--- config.mk ---
export PLATFORM = sky130hd
export DESIGN_NAME = pip_vertex_store
export DESIGN_NICKNAME = d
export VERILOG_FILES = /design/src/design/pip_pkg.sv /design/src/design/pip_vertex_store.sv
export SDC_FILE = /design/constraint.sdc
export NUM_CORES = 2
export LEC_CHECK = 0
export BUFFER_PORTS_ARGS = -buffer_cell sky130_fd_sc_hd__buf_2
export CELL_PAD_IN_SITES_DETAIL_PLACEMENT = 1
export CELL_PAD_IN_SITES_GLOBAL_PLACEMENT = 2
export CORE_MARGIN = 4
export CORE_UTILIZATION = 54
export CTS_BUF_LIST = sky130_fd_sc_hd__clkbuf_4 sky130_fd_sc_hd__clkbuf_8
export DETAILED_ROUTE_END_ITERATION = 10
export MAX_ROUTING_LAYER = met4
export PLACE_DENSITY_LB_ADDON = 0.1
export SYNTH_ARGS = -nofsm -noshare
export SYNTH_HDL_FRONTEND = slang
export SYNTH_SLANG_ARGS = --single-unit
--- constraint.sdc ---
create_clock -name clk -period 5.4 [get_ports clk]
set_input_delay 0.27 -clock clk [delete_from_list [all_inputs] [get_ports clk]]
set_output_delay 0.27 -clock clk [all_outputs]
set_load 0.03 [all_outputs]
--- src/design/pip_pkg.sv ---
// shared types and constants for the point-in-polygon test block
// no dependencies; used by every module of the block
package pip_pkg;

    localparam int MAX_VERTICES = 64;
    localparam int COORD_WIDTH  = 24;

    localparam int ADDR_W     = (MAX_VERTICES > 1) ? $clog2(MAX_VERTICES) : 1;
    localparam int CNT_W      = $clog2(MAX_VERTICES + 1);
    localparam int USED_W     = 7;
    localparam int DIFF_W     = COORD_WIDTH + 1;
    localparam int PROD_W     = 2 * DIFF_W;
    localparam int CMD_W      = 2;
    localparam int IN_DATA_W  = ((2 * COORD_WIDTH + 7) / 8) * 8;
    localparam int OUT_DATA_W = ((1 + USED_W + 7) / 8) * 8;

    typedef logic signed [COORD_WIDTH-1:0] coord_t;
    typedef logic signed [DIFF_W-1:0]      diff_t;
    typedef logic signed [PROD_W-1:0]      prod_t;

    typedef struct packed {
        coord_t x;
        coord_t y;
    } vertex_t;

    typedef enum logic [CMD_W-1:0] {
        CMD_CLEAR  = 2'd0,
        CMD_APPEND = 2'd1,
        CMD_QUERY  = 2'd2
    } cmd_t;

    typedef enum logic [1:0] {
        ST_IDLE,
        ST_WALK,
        ST_DRAIN,
        ST_FINISH
    } state_t;

    // sequencer to edge pipeline
    typedef struct packed {
        logic start;
        logic rd_valid;
        logic rd_first;
    } edge_ctrl_t;

    // edge pipeline to sequencer
    typedef struct packed {
        logic busy;
        logic parity;
    } edge_stat_t;

endpackage

--- src/design/pip_vertex_store.sv ---
// vertex memory: one write port, one read port, registered read data
// depends on pip_pkg
module pip_vertex_store (
    input  logic                            clk,
    input  logic                            wr_en,
    input  logic [pip_pkg::ADDR_W-1:0]      wr_addr,
    input  pip_pkg::vertex_t                wr_data,
    input  logic                            rd_en,
    input  logic [pip_pkg::ADDR_W-1:0]      rd_addr,
    output pip_pkg::vertex_t                rd_data
);
    import pip_pkg::*;

    vertex_t mem [MAX_VERTICES];
    vertex_t rd_data_reg;

    always_ff @(posedge clk)
    begin
        if (wr_en)
        begin
            mem[wr_addr] <= wr_data;
        end
        if (rd_en)
        begin
            rd_data_reg <= mem[rd_addr];
        end
    end

    assign rd_data = rd_data_reg;

endmodule

==> results.md <==
- CTS Root Cell: clkbuf_8
- Fmax achieved: 0.347 GHz
- Row cnt: 171
- Post-Layout Cell Count: 8797
- Pwr Density: 370 nW/um^2
- Vias per inst: 6.58
- Final instance area: 133000 um^2
- Register area share after synthesis: 79.7%
- Number of synthesized register bits: 3120
- Post-CTS Setup Inserts: 0
- Syn Inst Count: 4970
- Post-Synth XOR/XNOR Area: 0%
- GRT Util Overall: 29.9%
- Starting Density: 54.2%
- Slew at the pin closest to its max-slew limit: 1.35 ns
- Maximum VDD drop: 0.000291 V
- DP Area: 123000 um^2
- Area Overhead vs Synth: 13.1%
- Post-Place Setup Slack: 1.80 ns
- Syn_nets: 5033
- Post-layout min period: 2.88 ns
- Syn Area/Cell: 23.7 um^2
- Top FF cell, synth: edfxtp_1
- Endpoints failing setup: 0
- Hold crit path type: in2reg
- Clock Latency Late Sink: 1.05 ns
- Max Transition Viols Final: 0
- Die Ht: 475 um
- I/O Pins: 111
- Main area contributors after synthesis: edfxtp_1, mux4_2, o22ai_1
- DP HPWL: 178 mm
- DR iter-0 viols: 6659
- Largest family of logic cells by synthesized area: multiplexers
- Vias after detailed routing: 57900
- Vias in the first global route: 60900
- Top cells by count, synth: edfxtp_1, mux4_2, nor2_1
- Fin Clk Skew: 0.0347 ns
- Synthesized-area fraction occupied by adder cells: 0%
- Crit path DAT: 3.65 ns
- Layout cell share with drive strength beyond 1: 33.0%
- Startpoint types: primary input
- CTS tree: yes
- Initial antenna violation count: 13
- Placed Cells: 7867
- CTS clk-pin slew, worst paths: 0.06 ns
- Die W: 475 um
- Setup Crit Path Kind: in2reg
- Total power: 49200 uW
- Slew margin rel.: 10.1%
- Final WL: 322 mm
- Crit-path max FO: 34
- Synth cell types: 35
- Clock Path Buffers: 4
- Multiplexer area fraction after synthesis: 15.1%
- Crit path required time: 6.17 ns
- Die ar.: 225000 um^2
- EDFF count, synth: 3120
- Setup TNS: 0 ns
- Worst Slack Setup Final: 2.52 ns
- Hold Violations, Final: 0
- Drc violations: 0
- Sink Count: 3120
- Remaining global-route overflow: 0
- Number of flip-flops in the largest register: 3072
- Number of I/O port buffers: 110
- Core box area: 217000 um^2
- Crit. End Element: register
- Max-cap violation count: 0
- Most frequent cell after synthesis: edfxtp_1
- H-tree Lvls: 6
- Yosys top cell by area: edfxtp_1
- Simple-Gate Fraction of Synth Area: 0.953%
- Top cell type's share of synthesized area: 79.7%
- Tcrit/Tclk final: 53.4%
- Routed Antenna Nets: 0
- Routability cong.: 0.772
- Largest net degree at the start of global routing: 108
- Yosys warning total: 0
- TritonCTS buffer count: 532
- Nets: 5663
- First-pass GRT wire length: 458 mm
- DR pass1 iterations: 5
- RSZ-0062 raised after global routing: no
- Wirelength per Cell: 36.6 um
- Status: completed
- Post-Syn Area: 118000 um^2
- Async S/R FF share, synth: 0%
- P_leak: 0.0417 uW
- Compound-Gate Fraction of Synth Area: 3.01%
worst max-delay path, stage by stage:
cell and delay, ns:
dlygate4sd3_1 0.55, buf_4 0.59, nor2b_4 0.78, buf_4 0.78
a211oi_1 0.08, a21oi_1 0.45, nor2_1 0.07
area by class of cell:
class	count	area, um^2
antenna	5	12.5
clock buffer	734	8960
clock inverter	138	679
fill	17600	84000
multi-input combinational	1568	22900
sequential	3120	93700
tap	2854	3570
timing repair buffer	378	3110
through the flow:
stage,util [%],hold slack (ns)
final,61.3,0.273
after global routing,61.3,0.226
after global placement,56.6,0.805
after floorplan,-,0.369
after detailed placement,56.6,0.792
after CTS,61.3,0.157
final timing paths:
kind	startpoint	end	slack, ns	cells past startpoint
setup / recovery	rd_addr[4]	rd_data[21]$_DFFE_PP_	2.52	7
hold / removal	wr_addr[0]	mem[51][12]$_DFFE_PP_	0.27	4
setup reg to reg	mem[13][20]$_DFFE_PP_	rd_data[20]$_DFFE_PP_	3.18	4
hold reg to reg	mem[59][24]$_DFFE_PP_	rd_data[24]$_DFFE_PP_	0.88	4
layout by cell type (no fill, tap or decap), drive strengths merged, types with 12 or more instances in the layout:
cell	count
a211oi	32
a21oi	74
a221oi	83
a22o	57
a22oi	72
buf	325
clkbuf	734
clkinv	124
dlygate4sd3	53
edfxtp	3120
mux2	12
mux2i	63
mux4	754
nand2	55
nor2	132
nor2b	24
o221ai	28
o22ai	122
routing by layer:
| layer | track usage, % | up-vias | wire (um) | part of all wire (%) |
|---|---|---|---|---|
| li1 | - | 22900 | - | - |
| met1 | 40.7 | 31800 | 127000 | 39 |
| met2 | 47.8 | 2664 | 162000 | 50 |
| met3 | 4.83 | 525 | 24200 | 7.5 |
| met4 | 8.84 | 0 | 9070 | 2.8 |
| met5 | - | - | 0 | 0 |
repair_timing:
item / CTS / global route
hold endpoints to repair: 3093 / 0
hold buffers: 53 / 0
gates resized for setup: 0 / 0
kinds of logic (layout without fill, tap and decap cells):
| kind of cell | count (synthesis) | in the layout |
|---|---|---|
| flip-flops | 3120 | 3120 |
| multiplexers | 829 | 829 |
| AO/OA/AOI/OAI | 486 | 486 |
| buffers and inverters | 282 | 1250 |
| AND/OR/NAND/NOR | 253 | 253 |
| other | 0 | 5 |
report_power, final:
group,internal (uW),switching (uW),leakage (uW)
Combinational,864,1520,0.00851
Sequential,26900,88.9,0.0281
Clock,10800,9050,0.00512
Total,38500,10700,0.0417
(Power assumes the default switching activity.)
