### src/design/pip_pkg.sv
// shared types and constants for the point-in-polygon test block
// no dependencies; used by every module of the block
package pip_pkg;

    localparam int MAX_VERTICES = 64;
    localparam int COORD_WIDTH  = 24;

    localparam int ADDR_W     = (MAX_VERTICES > 1) ? $clog2(MAX_VERTICES) : 1;
    localparam int CNT_W      = $clog2(MAX_VERTICES + 1);
    localparam int USED_W     = 7;
    localparam int DIFF_W     = COORD_WIDTH + 1;
    localparam int PROD_W     = 2 * DIFF_W;
    localparam int CMD_W      = 2;
    localparam int IN_DATA_W  = ((2 * COORD_WIDTH + 7) / 8) * 8;
    localparam int OUT_DATA_W = ((1 + USED_W + 7) / 8) * 8;

    typedef logic signed [COORD_WIDTH-1:0] coord_t;
    typedef logic signed [DIFF_W-1:0]      diff_t;
    typedef logic signed [PROD_W-1:0]      prod_t;

    typedef struct packed {
        coord_t x;
        coord_t y;
    } vertex_t;

    typedef enum logic [CMD_W-1:0] {
        CMD_CLEAR  = 2'd0,
        CMD_APPEND = 2'd1,
        CMD_QUERY  = 2'd2
    } cmd_t;

    typedef enum logic [1:0] {
        ST_IDLE,
        ST_WALK,
        ST_DRAIN,
        ST_FINISH
    } state_t;

    // sequencer to edge pipeline
    typedef struct packed {
        logic start;
        logic rd_valid;
        logic rd_first;
    } edge_ctrl_t;

    // edge pipeline to sequencer
    typedef struct packed {
        logic busy;
        logic parity;
    } edge_stat_t;

endpackage

### src/design/pip_edge_unit.sv
// edge crossing pipeline: differences, products, exact compare and parity toggle
// depends on pip_pkg
module pip_edge_unit (
    input  logic                    clk,
    input  logic                    rst_n,
    input  pip_pkg::edge_ctrl_t     ctrl,
    input  pip_pkg::vertex_t        query,
    input  pip_pkg::vertex_t        rd_data,
    output pip_pkg::edge_stat_t     stat
);
    import pip_pkg::*;

    coord_t  xi, yi, xj, yj, qx, qy;
    logic    straddle;
    logic    cond1_next;
    diff_t   a1_next, b1_next, c1_next, d1_next;
    logic    lt2;

    vertex_t prev_reg;
    logic    v1_reg, cond1_reg, pos1_reg;
    diff_t   a1_reg, b1_reg, c1_reg, d1_reg;
    logic    v2_reg, cond2_reg, pos2_reg;
    prod_t   p1_reg, p2_reg;
    logic    inside_reg;

    always_comb
    begin
        xi = rd_data.x;
        yi = rd_data.y;
        xj = prev_reg.x;
        yj = prev_reg.y;
        qx = query.x;
        qy = query.y;
        straddle   = ((yi < qy) && (yj >= qy)) || ((yj < qy) && (yi >= qy));
        cond1_next = straddle && ((xi <= qx) || (xj <= qx));
        a1_next    = DIFF_W'(qy) - DIFF_W'(yi);
        b1_next    = DIFF_W'(xj) - DIFF_W'(xi);
        c1_next    = DIFF_W'(qx) - DIFF_W'(xi);
        d1_next    = DIFF_W'(yj) - DIFF_W'(yi);
        // sign of the edge's y span picks the direction of the compare
        lt2        = pos2_reg ? (p1_reg < p2_reg) : (p2_reg < p1_reg);
    end

    // control flags
    always_ff @(posedge clk or negedge rst_n)
    begin
        if (!rst_n)
        begin
            v1_reg     <= 1'b0;
            v2_reg     <= 1'b0;
            inside_reg <= 1'b0;
        end
        else
        begin
            v1_reg <= ctrl.rd_valid && !ctrl.rd_first;
            v2_reg <= v1_reg;
            if (ctrl.start)
            begin
                inside_reg <= 1'b0;
            end
            else if (v2_reg && cond2_reg && lt2)
            begin
                inside_reg <= !inside_reg;
            end
        end
    end

    // payload stages
    always_ff @(posedge clk)
    begin
        if (ctrl.rd_valid)
        begin
            prev_reg <= rd_data;
        end
        cond1_reg <= cond1_next;
        pos1_reg  <= (d1_next > DIFF_W'(0));
        a1_reg    <= a1_next;
        b1_reg    <= b1_next;
        c1_reg    <= c1_next;
        d1_reg    <= d1_next;
        cond2_reg <= cond1_reg;
        pos2_reg  <= pos1_reg;
        p1_reg    <= a1_reg * b1_reg;
        p2_reg    <= c1_reg * d1_reg;
    end

    assign stat.busy   = v1_reg || v2_reg;
    assign stat.parity = inside_reg;

endmodule

### config.mk
export PLATFORM = sky130hd
export DESIGN_NAME = pip_edge_unit
export DESIGN_NICKNAME = d
export VERILOG_FILES = /design/src/design/pip_pkg.sv /design/src/design/pip_edge_unit.sv
export SDC_FILE = /design/constraint.sdc
export NUM_CORES = 2
export LEC_CHECK = 0
export BUFFER_PORTS_ARGS = -buffer_cell sky130_fd_sc_hd__buf_2
export CAP_MARGIN = 40
export CORE_MARGIN = 10
export CORE_UTILIZATION = 60
export DETAILED_ROUTE_END_ITERATION = 10
export PLACE_DENSITY = 0.8
export SLEW_MARGIN = 20
export SYNTH_ARGS = -nofsm -noshare
export SYNTH_HDL_FRONTEND = slang
export SYNTH_SLANG_ARGS = --single-unit
### constraint.sdc
create_clock -name clk -period 6.9 [get_ports clk]
set_input_delay 0.345 -clock clk [delete_from_list [all_inputs] [get_ports clk]]
set_output_delay 0.345 -clock clk [all_outputs]
set_load 0.01 [all_outputs]
==> results_dict.tcl <==
set metrics [dict create \
    fin_tns_setup_ns -0.359 \
    dp_hpwl_um 131000 \
    cp-start-kind "register" \
    syn-cell-area_mm2 0.0584 \
    area_growth_pct 16.0 \
    cpMostUsedCell "fa_1" \
    drtIter0Drc 3411 \
    worstSetupStartpoint "c1_reg[12]$_DFF_P_" \
    wl_per_cell_um 20.1 \
    h-tree-depth 1 \
    yosysMostFrequentCell "inv_1" \
    fmax_mhz 142 \
    avgSynthCellArea_um2 9.39 \
    critPathKind "register to register" \
    synth_seq_cells 255 \
    die_h_um 332 \
    drc 0 \
    placed_area_mm2 0.0643 \
    endpoint_kind "register" \
    die-area_mm2 0.110 \
    antenna_found_initial 12 \
    clock-sinks 255 \
    setup_ws_ns -0.149 \
    hold_path_class "input port to register" \
    synth_area_leader_cell "fa_1" \
    ys_warn_count 0 \
    drive_gt1_share_pct 14.2 \
    yosys-top-cells-area "fa_1 (45%), ha_1 (10%), inv_1 (9.3%), dfxtp_1 (7.0%), and2_1 (6.5%)" \
    fin_crit_sh_pct 102 \
    r2r_setup_slack_ns -0.15 \
    finClkSkew_ns 0.0154 \
    outcome "finished, violations left" \
    vias 45200 \
    ys_async_sr_fraction_pct 1.18 \
    slowest_stage "fa_2" \
    finalMaxSlewViolations 0 \
    worst-path-buf-inv 9 \
    port_buffers 102 \
    synthCells 6217 \
    relSlewSlack_pct 40.2 \
    grt-ovfl-total 0 \
    drt_wl_total_um 161000 \
    place_congestion 0.979 \
    start_util_pct 60.4 \
    row_count 114 \
    grt_pass1_vias 50313 \
    cts_buffers 30 \
    worstReg2RegStart "c1_reg[12]$_DFF_P_" \
    fin_crit_ns 7.05 \
    core_area_mm2 0.0967 \
    cap_viol_max_count 0 \
    clk_latency_ns 0.60 \
    cts_root_buf "clkbuf_16" \
    clkTransAtPathRegs_ns 0.07 \
    worstPathRequired_ns 7.39 \
    synth-edff-count 48 \
    final_area_mm2 0.0678 \
    die_w_um 332 \
    grt_pass1_wl_um 258000 \
    route.antenna.remaining_nets 0 \
    netlist.area_leader.share_pct 45.2 \
    nNetsFinal 8615 \
    detail_route.first_pass.iterations 8 \
    ys.flop_type "dfxtp_1" \
    yosysSeqAreaShare_pct 9.59 \
    synth.distinct_cells 87 \
    grt_max_degree 50 \
    synth_nets 8116 \
    grtUsageTotal_pct 29.0 \
    cts.path.max_buffers 3 \
    vias_per_cell 5.64 \
    hold_viol 0 \
    cp.arrival_ns 7.54 \
    setup_violations 5 \
    io_pins 103 \
    synthTopCellsByCount "inv_1 (1446), fa_1 (1320), nand2_1 (704), and2_1 (609), ha_1 (478)" \
    violations "negative setup slack" \
    cts_tree "yes" \
    slowest_delay_ns 0.54 \
    tightestPinTransition_ns 0.888 \
    crit_fanout 6 \
    critPathTopFamily "adder cells" \
    rsz0062_at_grt "yes" \
    worstHoldStart "rd_data[25]" \
]
## logic make-up after synthesis
kind of cell,after synthesis,synth area share [%]
XOR/XNOR,171,2.56
AND/OR/NAND/NOR,1753,15.1
adder cells (fa/ha/maj),1798,55.5
buffers and inverters,1666,10.7
flip-flops,255,9.59
multiplexers,6,0.107
AO/OA/AOI/OAI,568,6.39
## worst paths after layout
kind	to	cells past startpoint
max reg2reg	p2_reg[46]$_DFF_P_	28
max in group asynchronous	inside_reg$_DFFE_PN0P_	2
min	xj[1]$_DFFE_PP_	1
min in group asynchronous	v1_reg$_DFF_PN0_	2
min reg2reg	cond2_reg$_DFF_P_	0
max	p2_reg[46]$_DFF_P_	28
## layout make-up
| class | count | area [µm²] |
|---|---|---|
| multi-input cells | 4296 | 47600 |
| diodes | 4 | 10.0 |
| fillers | 6811 | 28900 |
| flip-flops and latches | 255 | 5720 |
| clock buffers | 43 | 957 |
| inverters | 1447 | 5430 |
| clock inverters | 12 | 114 |
| well taps | 1276 | 1600 |
| repair buffers | 686 | 6370 |
## cell usage in the layout, fill, tap and decap left out, drive strengths merged, types with 5 or more instances in the layout
cell | synthesis | final
a2111oi | 6 | 6
a211oi | 22 | 22
a21boi | 17 | 17
a21o | 100 | 100
a21oi | 158 | 158
a221oi | 6 | 6
a31oi | 20 | 20
and2 | 609 | 609
and3 | 10 | 10
and4 | 10 | 10
buf | 5 | 630
clkbuf | 214 | 50
clkinv | 1 | 5
dfxtp | 204 | 204
dlygate4sd3 | 0 | 48
edfxtp | 48 | 48
fa | 1320 | 1320
ha | 478 | 478
inv | 1446 | 1452
nand2 | 704 | 704
nand2b | 41 | 41
nand3 | 42 | 42
nand3b | 5 | 5
nand4 | 42 | 42
nor2 | 140 | 140
nor2b | 62 | 62
nor3 | 41 | 41
nor4 | 10 | 10
o2111ai | 8 | 8
o211ai | 10 | 10
o21a | 41 | 41
o21ai | 107 | 107
o21bai | 16 | 16
o311ai | 5 | 5
o31ai | 15 | 15
or2 | 6 | 6
or3 | 15 | 15
xnor2 | 116 | 116
xor2 | 55 | 55
## through the flow
stage          utilization (%)  std cells  setup slack, ns  hold WS, ns
6_report                  70.1       8019           -0.149       0.0682
5_1_grt                   70.1       8016           -0.301       0.0517
2_1_floorplan                -       6217          0.00152       0.0494
3_5_place_dp              66.4       7851           -0.487        0.170
3_3_place_gp              66.4       7851           -0.318        0.166
4_1_cts                   68.9       7980           -0.134       0.0407
## metal layers
metal | up-vias | GRT usage (%) | routed length, µm
met5 | - | 0 | 92
met3 | 558 | 4.99 | 13600
met1 | 22907 | 35.4 | 59100
met2 | 2056 | 50.3 | 79800
met4 | 14 | 11.9 | 8300
li1 | 19665 | - | -
## what timing repair did
action	CTS	global route
hold endpoints to repair	50	0
gates cloned	2	6
resized for setup	137	207
setup buffers	25	31
pin swaps	97	157
endpoints found under the setup margin	29	37
hold buffers	48	0
Power is left out: the tool's default activity adds up to more than one toggle a clock period on the data nets, which glitch-free logic cannot reach.
